===== src/sv/cenum_pkg.sv =====
package cenum_pkg;

    // Field widths fixed by the interface.
    localparam int NFIELDS   = 8;
    localparam int IDX_W     = 6;
    localparam int PICK_W    = 4;
    localparam int POOL_W    = 7;
    localparam int CFG_W     = 7;
    localparam int CFG_IDX_W = 1;

    // Positions never reach the pool size, which is a 7-bit register.
    localparam int POS_W = POOL_W;

    // Register indexes of the configuration port.
    localparam logic [CFG_IDX_W-1:0] REG_PICK = 1'b0;
    localparam logic [CFG_IDX_W-1:0] REG_POOL = 1'b1;

    typedef enum logic [1:0] {
        MODE_ADD     = 2'd0,
        MODE_CLEAR   = 2'd1,
        MODE_RESTART = 2'd2,
        MODE_NEXT    = 2'd3
    } t_mode;

    typedef enum logic [2:0] {
        ST_COMB      = 3'd0,
        ST_FINISHED  = 3'd1,
        ST_ADDED     = 3'd2,
        ST_FULL      = 3'd3,
        ST_CLEARED   = 3'd4,
        ST_RESTARTED = 3'd5,
        ST_BADCFG    = 3'd6
    } t_status;

    // Left-to-right link between neighbouring cells.
    typedef struct packed {
        logic             chg;    // a cell further left is the pivot
        logic             match;  // every active cell so far equals the entry
        logic [POS_W-1:0] val;    // next value of the cell on the left
    } t_fwd;

endpackage


===== src/sv/cenum_cell.sv =====
module cenum_cell #(
    parameter int IDX = 0
) (
    input  logic                        i_clk,
    input  logic                        i_rst_n,
    input  logic                        i_restart,
    input  logic                        i_advance,
    input  logic                        i_active,
    input  logic [cenum_pkg::POS_W-1:0] i_base,
    input  logic [cenum_pkg::IDX_W-1:0] i_ent,
    input  cenum_pkg::t_fwd             i_fwd,
    output cenum_pkg::t_fwd             o_fwd,
    input  logic                        i_rmax,
    output logic                        o_rmax,
    output logic [cenum_pkg::POS_W-1:0] o_pos
);
    import cenum_pkg::*;

    logic [POS_W-1:0] r_pos;
    logic [POS_W-1:0] n_pos;
    logic [POS_W-1:0] lim;
    logic             at_max;
    logic             pivot;

    // This cell is at its highest value when it holds n - m + IDX.
    assign lim    = i_base + POS_W'(IDX);
    assign at_max = (r_pos >= lim);
    assign pivot  = i_active && !at_max && i_rmax;
    assign o_rmax = i_rmax && (at_max || !i_active);

    always_comb begin
        if (pivot) begin
            n_pos = r_pos + POS_W'(1);
        end else if (i_fwd.chg && i_active) begin
            n_pos = i_fwd.val + POS_W'(1);
        end else begin
            n_pos = r_pos;
        end
    end

    assign o_fwd.chg   = i_fwd.chg || pivot;
    assign o_fwd.val   = n_pos;
    assign o_fwd.match = i_fwd.match && (!i_active || (r_pos == POS_W'(i_ent)));
    assign o_pos       = r_pos;

    always_ff @(posedge i_clk) begin
        if (!i_rst_n || i_restart) begin
            r_pos <= POS_W'(IDX);
        end else if (i_advance) begin
            r_pos <= n_pos;
        end
    end

endmodule


===== src/sv/combination_enumerator_with_exclusions.sv =====
// Lexicographic m-of-n combination enumerator with an exclusion table.
//
// Requests enter on start when busy is low; i_mode selects the request and
// i_idx_0..i_idx_7 carry an exclusion entry for the add request. Every
// accepted item yields exactly one result, shown for a single cycle with
// o_valid high on o_status and o_comb_0..o_comb_7. The receiver cannot hold
// results off, so none is ever queued.
// Add, clear and restart requests, and a next request that meets a bad
// configuration or a finished walk, answer in the cycle after acceptance,
// and a new item may be taken in that same cycle.
// A next request walks the exclusion memory one entry per cycle through its
// single read port; busy stays high meanwhile.
// The positions live in a row of cells, one per index; each advance of the
// walk ripples the pivot search leftwards and the refill rightwards.
// The configuration port writes pick_count or pool_size and restarts the
// walk; the table is kept. Reset loads pick_count 2 and pool_size 4, empties
// the table, and sets the positions to 0, 1, 2 and so on. The table memory
// itself is not cleared; entries above the fill count are never read.
module combination_enumerator_with_exclusions #(
    parameter int MAX_PICK      = 8,
    parameter int MAX_POOL      = 64,
    parameter int EXCLUDE_DEPTH = 16
) (
    input  logic                            i_clk,
    input  logic                            i_rst_n,
    input  logic                            start,
    output logic                            busy,
    input  logic [1:0]                      i_mode,
    input  logic [cenum_pkg::IDX_W-1:0]     i_idx_0,
    input  logic [cenum_pkg::IDX_W-1:0]     i_idx_1,
    input  logic [cenum_pkg::IDX_W-1:0]     i_idx_2,
    input  logic [cenum_pkg::IDX_W-1:0]     i_idx_3,
    input  logic [cenum_pkg::IDX_W-1:0]     i_idx_4,
    input  logic [cenum_pkg::IDX_W-1:0]     i_idx_5,
    input  logic [cenum_pkg::IDX_W-1:0]     i_idx_6,
    input  logic [cenum_pkg::IDX_W-1:0]     i_idx_7,
    input  logic                            i_cfg_we,
    input  logic [cenum_pkg::CFG_IDX_W-1:0] i_cfg_idx,
    input  logic [cenum_pkg::CFG_W-1:0]     i_cfg_data,
    output logic                            o_valid,
    output logic [2:0]                      o_status,
    output logic [cenum_pkg::IDX_W-1:0]     o_comb_0,
    output logic [cenum_pkg::IDX_W-1:0]     o_comb_1,
    output logic [cenum_pkg::IDX_W-1:0]     o_comb_2,
    output logic [cenum_pkg::IDX_W-1:0]     o_comb_3,
    output logic [cenum_pkg::IDX_W-1:0]     o_comb_4,
    output logic [cenum_pkg::IDX_W-1:0]     o_comb_5,
    output logic [cenum_pkg::IDX_W-1:0]     o_comb_6,
    output logic [cenum_pkg::IDX_W-1:0]     o_comb_7
);
    import cenum_pkg::*;

    localparam int CW    = $clog2(EXCLUDE_DEPTH + 1);
    localparam int IW    = (EXCLUDE_DEPTH > 1) ? $clog2(EXCLUDE_DEPTH) : 1;
    localparam int ENT_W = MAX_PICK * IDX_W;

    typedef enum logic [1:0] {
        S_IDLE = 2'b01,
        S_SCAN = 2'b10
    } t_state;

    t_state              r_state, n_state;
    logic [PICK_W-1:0]   r_pick;
    logic [POOL_W-1:0]   r_pool;
    logic [CW-1:0]       r_count, n_count;
    logic                r_done, n_done;
    logic [CW-1:0]       r_eidx, n_eidx;
    logic                r_rd_vld, n_rd_vld;
    logic [ENT_W-1:0]    r_rd_data;
    logic [ENT_W-1:0]    mem [EXCLUDE_DEPTH];
    logic                r_valid, n_valid;
    t_status             r_status, n_status;
    logic [IDX_W-1:0]    r_comb [NFIELDS];
    logic [IDX_W-1:0]    n_comb [NFIELDS];

    logic [IDX_W-1:0]    in_idx [NFIELDS];
    logic [ENT_W-1:0]    wr_ent;
    logic                accept;
    logic                cfg_ok;
    logic                room;
    logic                hit;
    logic                rd_en;
    logic                all_max;
    logic                restart;
    logic                advance;
    logic                sel_comb;
    logic [POS_W-1:0]    base;
    logic [MAX_PICK-1:0] active;
    logic [POS_W-1:0]    pos [MAX_PICK];
    t_fwd                fwd [MAX_PICK+1];
    logic [MAX_PICK:0]   rmax;

    assign in_idx[0] = i_idx_0;
    assign in_idx[1] = i_idx_1;
    assign in_idx[2] = i_idx_2;
    assign in_idx[3] = i_idx_3;
    assign in_idx[4] = i_idx_4;
    assign in_idx[5] = i_idx_5;
    assign in_idx[6] = i_idx_6;
    assign in_idx[7] = i_idx_7;

    assign busy   = (r_state != S_IDLE);
    assign accept = start && !busy;

    // A walk is only meaningful for 1 <= m <= MAX_PICK, 1 <= n <= MAX_POOL, m <= n.
    assign cfg_ok = (r_pick != '0) && (32'(r_pick) <= 32'(MAX_PICK)) &&
                    (r_pool != '0) && (32'(r_pool) <= 32'(MAX_POOL)) &&
                    (POOL_W'(r_pick) <= r_pool);

    assign room = (r_count < CW'(EXCLUDE_DEPTH));
    assign base = POS_W'(r_pool) - POS_W'(r_pick);

    // The row of position cells. The pivot search travels from the right,
    // the refill of the positions after the pivot travels from the left.
    assign fwd[0]         = '{chg: 1'b0, match: 1'b1, val: '0};
    assign rmax[MAX_PICK] = 1'b1;

    for (genvar k = 0; k < MAX_PICK; k++) begin : g_cell
        assign active[k] = (32'(r_pick) > k);

        // Positions beyond the input fields are stored as zero.
        if (k < NFIELDS) begin : g_wr
            assign wr_ent[k*IDX_W +: IDX_W] = in_idx[k];
        end else begin : g_wr_zero
            assign wr_ent[k*IDX_W +: IDX_W] = '0;
        end

        cenum_cell #(
            .IDX (k)
        ) u_cell (
            .i_clk     (i_clk),
            .i_rst_n   (i_rst_n),
            .i_restart (restart),
            .i_advance (advance),
            .i_active  (active[k]),
            .i_base    (base),
            .i_ent     (r_rd_data[k*IDX_W +: IDX_W]),
            .i_fwd     (fwd[k]),
            .o_fwd     (fwd[k+1]),
            .i_rmax    (rmax[k+1]),
            .o_rmax    (rmax[k]),
            .o_pos     (pos[k])
        );
    end

    // No cell can step up: the current combination is the last one.
    assign all_max = rmax[0];
    assign hit     = r_rd_vld && fwd[MAX_PICK].match;
    assign rd_en   = (r_state == S_SCAN) && !hit && (r_eidx != r_count);

    // Result positions: only the first pick_count are shown, and only with
    // a combination status.
    for (genvar k = 0; k < NFIELDS; k++) begin : g_out
        if (k < MAX_PICK) begin : g_pos
            assign n_comb[k] = (sel_comb && active[k]) ? pos[k][IDX_W-1:0] : '0;
        end else begin : g_none
            assign n_comb[k] = '0;
        end
    end

    always_comb begin
        n_state  = r_state;
        n_count  = r_count;
        n_done   = r_done;
        n_eidx   = r_eidx;
        n_rd_vld = 1'b0;
        n_valid  = 1'b0;
        n_status = r_status;
        restart  = i_cfg_we;
        advance  = 1'b0;
        sel_comb = 1'b0;

        unique case (r_state)
            S_IDLE: begin
                if (accept) begin
                    unique case (t_mode'(i_mode))
                        MODE_ADD: begin
                            n_valid = 1'b1;
                            if (room) begin
                                n_count  = r_count + CW'(1);
                                n_status = ST_ADDED;
                            end else begin
                                n_status = ST_FULL;
                            end
                        end
                        MODE_CLEAR: begin
                            n_valid  = 1'b1;
                            n_count  = '0;
                            n_status = ST_CLEARED;
                        end
                        MODE_RESTART: begin
                            n_valid  = 1'b1;
                            restart  = 1'b1;
                            n_status = ST_RESTARTED;
                        end
                        MODE_NEXT: begin
                            if (!cfg_ok) begin
                                n_valid  = 1'b1;
                                n_status = ST_BADCFG;
                            end else if (r_done) begin
                                n_valid  = 1'b1;
                                n_status = ST_FINISHED;
                            end else begin
                                n_state = S_SCAN;
                                n_eidx  = '0;
                            end
                        end
                        default: begin
                            n_valid  = 1'b1;
                            n_status = ST_BADCFG;
                        end
                    endcase
                end
            end
            S_SCAN: begin
                if (hit) begin
                    // The candidate is excluded: step on and scan again, or finish if it was the last.
                    advance = 1'b1;
                    if (all_max) begin
                        n_done   = 1'b1;
                        n_valid  = 1'b1;
                        n_status = ST_FINISHED;
                        n_state  = S_IDLE;
                    end else begin
                        n_eidx = '0;
                    end
                end else if (r_eidx == r_count) begin
                    // Every entry checked without a match: hand it out.
                    advance  = 1'b1;
                    n_done   = all_max;
                    n_valid  = 1'b1;
                    n_status = ST_COMB;
                    sel_comb = 1'b1;
                    n_state  = S_IDLE;
                end else begin
                    n_eidx   = r_eidx + CW'(1);
                    n_rd_vld = 1'b1;
                end
            end
            default: begin
                n_state = S_IDLE;
            end
        endcase
    end

    always_ff @(posedge i_clk) begin
        if (!i_rst_n) begin
            r_state  <= S_IDLE;
            r_pick   <= PICK_W'(2);
            r_pool   <= POOL_W'(4);
            r_count  <= '0;
            r_done   <= 1'b0;
            r_eidx   <= '0;
            r_rd_vld <= 1'b0;
            r_valid  <= 1'b0;
        end else begin
            r_state  <= n_state;
            r_count  <= n_count;
            r_done   <= restart ? 1'b0 : n_done;
            r_eidx   <= n_eidx;
            r_rd_vld <= n_rd_vld;
            r_valid  <= n_valid;
            if (i_cfg_we) begin
                unique case (i_cfg_idx)
                    REG_PICK: r_pick <= i_cfg_data[PICK_W-1:0];
                    REG_POOL: r_pool <= i_cfg_data[POOL_W-1:0];
                    default:  r_pick <= r_pick;
                endcase
            end
        end
    end

    // Result payload.
    always_ff @(posedge i_clk) begin
        r_status <= n_status;
        r_comb   <= n_comb;
    end

    // Exclusion memory: one write port for loading, one registered read
    // port for the scan.
    always_ff @(posedge i_clk) begin
        if (accept && (t_mode'(i_mode) == MODE_ADD) && room) begin
            mem[r_count[IW-1:0]] <= wr_ent;
        end
    end

    always_ff @(posedge i_clk) begin
        if (rd_en) begin
            r_rd_data <= mem[r_eidx[IW-1:0]];
        end
    end

    assign o_valid  = r_valid;
    assign o_status = r_status;
    assign o_comb_0 = r_comb[0];
    assign o_comb_1 = r_comb[1];
    assign o_comb_2 = r_comb[2];
    assign o_comb_3 = r_comb[3];
    assign o_comb_4 = r_comb[4];
    assign o_comb_5 = r_comb[5];
    assign o_comb_6 = r_comb[6];
    assign o_comb_7 = r_comb[7];

    // A read of the table is only ever in flight during a scan.
    a_rd_in_scan: assert property (@(posedge i_clk) disable iff (!i_rst_n)
        r_rd_vld |-> (r_state == S_SCAN))
        else $error("table read outstanding outside a scan");

    // The fill count never passes the table depth.
    a_count_bound: assert property (@(posedge i_clk) disable iff (!i_rst_n)
        r_count <= CW'(EXCLUDE_DEPTH))
        else $error("exclusion count beyond table depth");

    // The scan pointer stays within the filled part of the table.
    a_eidx_bound: assert property (@(posedge i_clk) disable iff (!i_rst_n)
        (r_state == S_SCAN) |-> (r_eidx <= r_count))
        else $error("scan pointer beyond fill count");

    // Leaving a scan always delivers its result in the same cycle.
    a_scan_result: assert property (@(posedge i_clk) disable iff (!i_rst_n)
        $fell(busy) |-> o_valid)
        else $error("scan ended without a result");

    // Requests other than next answer in the following cycle.
    a_quick_result: assert property (@(posedge i_clk) disable iff (!i_rst_n)
        (accept && (t_mode'(i_mode) != MODE_NEXT)) |=> o_valid)
        else $error("missing result for a table or restart request");

endmodule

===== config.mk =====
export PLATFORM = sky130hd
export DESIGN_NAME = combination_enumerator_with_exclusions
export DESIGN_NICKNAME = d
export VERILOG_FILES = /design/src/sv/cenum_pkg.sv /design/src/sv/cenum_cell.sv /design/src/sv/combination_enumerator_with_exclusions.sv
export SDC_FILE = /design/constraint.sdc
export NUM_CORES = 1
export LEC_CHECK = 0
export BUFFER_PORTS_ARGS = -buffer_cell sky130_fd_sc_hd__buf_2
export CORE_ASPECT_RATIO = 1.4
export CORE_MARGIN = 5
export CORE_UTILIZATION = 60
export CTS_CLUSTER_SIZE = 20
export DETAILED_ROUTE_END_ITERATION = 8
export HOLD_SLACK_MARGIN = 0.1
export PLACE_DENSITY = 0.78
export SETUP_SLACK_MARGIN = 0.1
export SLEW_MARGIN = 10
export SYNTH_ARGS = -nofsm -noshare
export SYNTH_HDL_FRONTEND = slang
export SYNTH_HIERARCHICAL = 1
export SYNTH_SLANG_ARGS = --single-unit

===== constraint.sdc =====
create_clock -name i_clk -period 28.9 [get_ports i_clk]
set_clock_uncertainty 0.2 [all_clocks]
set_input_delay 4.335 -clock i_clk [delete_from_list [all_inputs] [get_ports i_clk]]
set_output_delay 4.335 -clock i_clk [all_outputs]
set_load 0.03 [all_outputs]

==> results.ini <==
[grt]
grt_pass1_wl_um=155800
grt_pass1_vias=24680
grt_max_degree=106
track_usage_pct=27.70
antenna_found_initial=11
gr-total-overflow=0

[placement]
port_buffers=114
hpwlAfterDp_um=58160
place.gp.congestion=0.9389

[run]
max_cap_violations=0

[sta]
period_share_pct=43.97
tns_ns=0
rsz0062_at_grt=no
worstMarginPinSlew_ns=1.112
fmax_mhz=78.70
slew_headroom_pct=25.21
setup_violations=0
hold_viol_final=0
drv_slew=0
min_period_ns=12.71

[worst_setup_path]
cp.buffers_inverters=2
cp_data_arrival_time_ns=13.09
critPathLaunchType=flop
reg2reg_to=g_cell[7].u_cell/o_pos[6]$_SDFFE_PP0P_
worstSetupEndpointType=flop
r2r-start=r_pick[1]$_SDFFE_PN1P_
critPathMaxFanout=24
crit_required_ns=29.28
cp_slowest_cell=a21oi_4
rrSetupSlack_ns=16.19
crit_type=reg2reg
critPathTopFamily=simple AND/OR/NAND/NOR gates
max_stage_delay_ns=0.55
r2r_cells=57

[floorplan]
die_w_um=233.7
die_h_um=323.2
start_util_pct=60.14
die-area_um2=75560
core_area_um2=69930
rows=115
io_pins=115

[layout]
utilization_pct=66.40
drive_gt1_share_pct=21.88
n_fill_cell=4656
fin_nets=2933
area_delta_synth_final_pct=10.42

[worst_hold_path]
min_path_cells=2
holdPathEnd=r_eidx[4]$_SDFFE_PN0P_
min_path_type=reg2reg
min-delay-start=r_eidx[4]$_SDFFE_PN0P_

[clocking]
tritoncts=built
cts.path.max_buffers=3
clk_pin_slew_worst_paths_ns=0.07
cts_inserted_buffers=86
hold_buffers=0
h-tree-depth=3
post_cts_buffers=0
cts.sink_count=949
clkLatencyLatePin_ns=0.65
clock-root-buffer=clkbuf_16
cts-resized-gates=0

[synth]
yosys_warnings=6
netlist_instances=2648
netlist_area_um2=42050
syn_avg_cell_area_um2=15.88

[power]
p_switching_uw=625.1
p_per_area_nw_per_um2=60.33
seqPwrFrac_pct=53.3
switching_share_pct=22.31
p_comb_share_pct=6.5
internal_power_uw=2176
peakVddDrop_v=0.00004617
leakage_uw=0.01510
power_frac_clock_pct=40.3

[detailed_routing]
detail-route-antenna-nets=0
wirelength_um=103800
initialDrtViolationCount=2703
num_vias=24430
viasPerCell=6.446
dr.pass1.iters=6
wl_per_cell_um=27.38
drc=0

[run_status]
status=finished, final reports clean

power groups by stage:
stage / registers (uW) / logic [uW] / clock network, uW
floorplan: 1520 / 120 / 0
global placement: 1520 / 168 / 0
detailed placement: 1520 / 177 / 0
CTS: 1490 / 178 / 1140
global route: 1490 / 199 / 1210
finish: 1490 / 181 / 1130
stage by stage:
step	instances	instance area, um^2	worst slack, ns	hold WS, ns	power [uW]
2_1_floorplan	2677	42160	18.04	0.2540	1644
3_3_place_gp	3628	43680	16.81	0.2712	1689
3_5_place_dp	3628	43680	16.45	0.2841	1699
4_1_cts	3783	46420	16.43	0.2927	2812
5_1_grt	3786	46420	15.33	0.3215	2897
6_report	3790	46430	16.19	0.2949	2801
routing by layer:
metal / GRT usage, % / vias to the layer above / share of wire [%]
met1: 35.90 / 12320 / 36
met5: 0 / - / 0.049
met3: 4.241 / 226 / 8.0
li1: - / 10570 / -
met2: 48.20 / 1307 / 52
met4: 9.766 / 8 / 3.4
how the worst max path moves through the flow:
stage                                 from  slack, ns  cells after the start                                      to
floorplan           r_pick[3]$_SDFFE_PN0P_      18.04                     56  g_cell[7].u_cell/o_pos[6]$_SDFFE_PP0P_
global placement    r_pick[0]$_SDFFE_PN0P_      16.81                     56  g_cell[7].u_cell/o_pos[6]$_SDFFE_PP0P_
detailed placement  r_pick[0]$_SDFFE_PN0P_      16.45                     56  g_cell[7].u_cell/o_pos[6]$_SDFFE_PP0P_
CTS                 r_pick[1]$_SDFFE_PN1P_      16.43                     57  g_cell[7].u_cell/o_pos[6]$_SDFFE_PP0P_
global route        r_pick[0]$_SDFFE_PN0P_      15.33                     56  g_cell[7].u_cell/o_pos[6]$_SDFFE_PP0P_
finish              r_pick[1]$_SDFFE_PN1P_      16.19                     57  g_cell[7].u_cell/o_pos[6]$_SDFFE_PP0P_
layout by cell type (no fill, tap or decap), types with 29 or more instances in the layout:
master / n
edfxtp_1: 819
mux4_2: 240
nand2_1: 198
dfxtp_1: 126
buf_2: 114
nor2_1: 110
ha_1: 90
clkbuf_16: 89
xor2_1: 82
nand3_1: 77
a21oi_1: 74
xnor2_1: 63
inv_1: 60
o21ai_0: 54
a21boi_0: 38
and2_1: 37
buf_4: 37
o22ai_1: 36
mux2i_1: 33
and3_1: 32
conb_1: 31
nor2b_1: 29
area by class of cell:
type	instances	area (um^2)	area share, %
clock inverters	47	406.6	0.8757
multi-input cells	1531	14210	30.60
diodes	7	17.52	0.03772
flip-flops and latches	949	27210	58.60
well taps	936	1171	2.522
repair buffers	152	868.3	1.870
clock buffers	108	2328	5.015
inverters	60	225.2	0.4850
registers in the layout (all words and copies together) (netlist names), 2 cells and up:
register             flops
mem                    768
g_cell.u_cell/o_pos     56
r_rd_data               48
r_pool                   7
o_comb_0                 6
o_comb_1                 6
o_comb_2                 6
o_comb_3                 6
o_comb_4                 6
o_comb_5                 6
o_comb_6                 6
o_comb_7                 6
r_count                  5
r_eidx                   5
r_pick                   4
o_status                 3
r_state                  2
worst reg2reg max path, delay by kind of cell, from the launching register on:
family	cells	cell delay, ns
AO/OA/AOI/OAI	19	4.57
XOR/XNOR	5	0.78
adder cells (fa/ha/maj)	3	0.92
buffers and inverters	2	0.44
flip-flops	1	0.49
multiplexers	1	0.26
AND/OR/NAND/NOR	27	5.01
No activity file was read; power rests on OpenSTA's default activity.
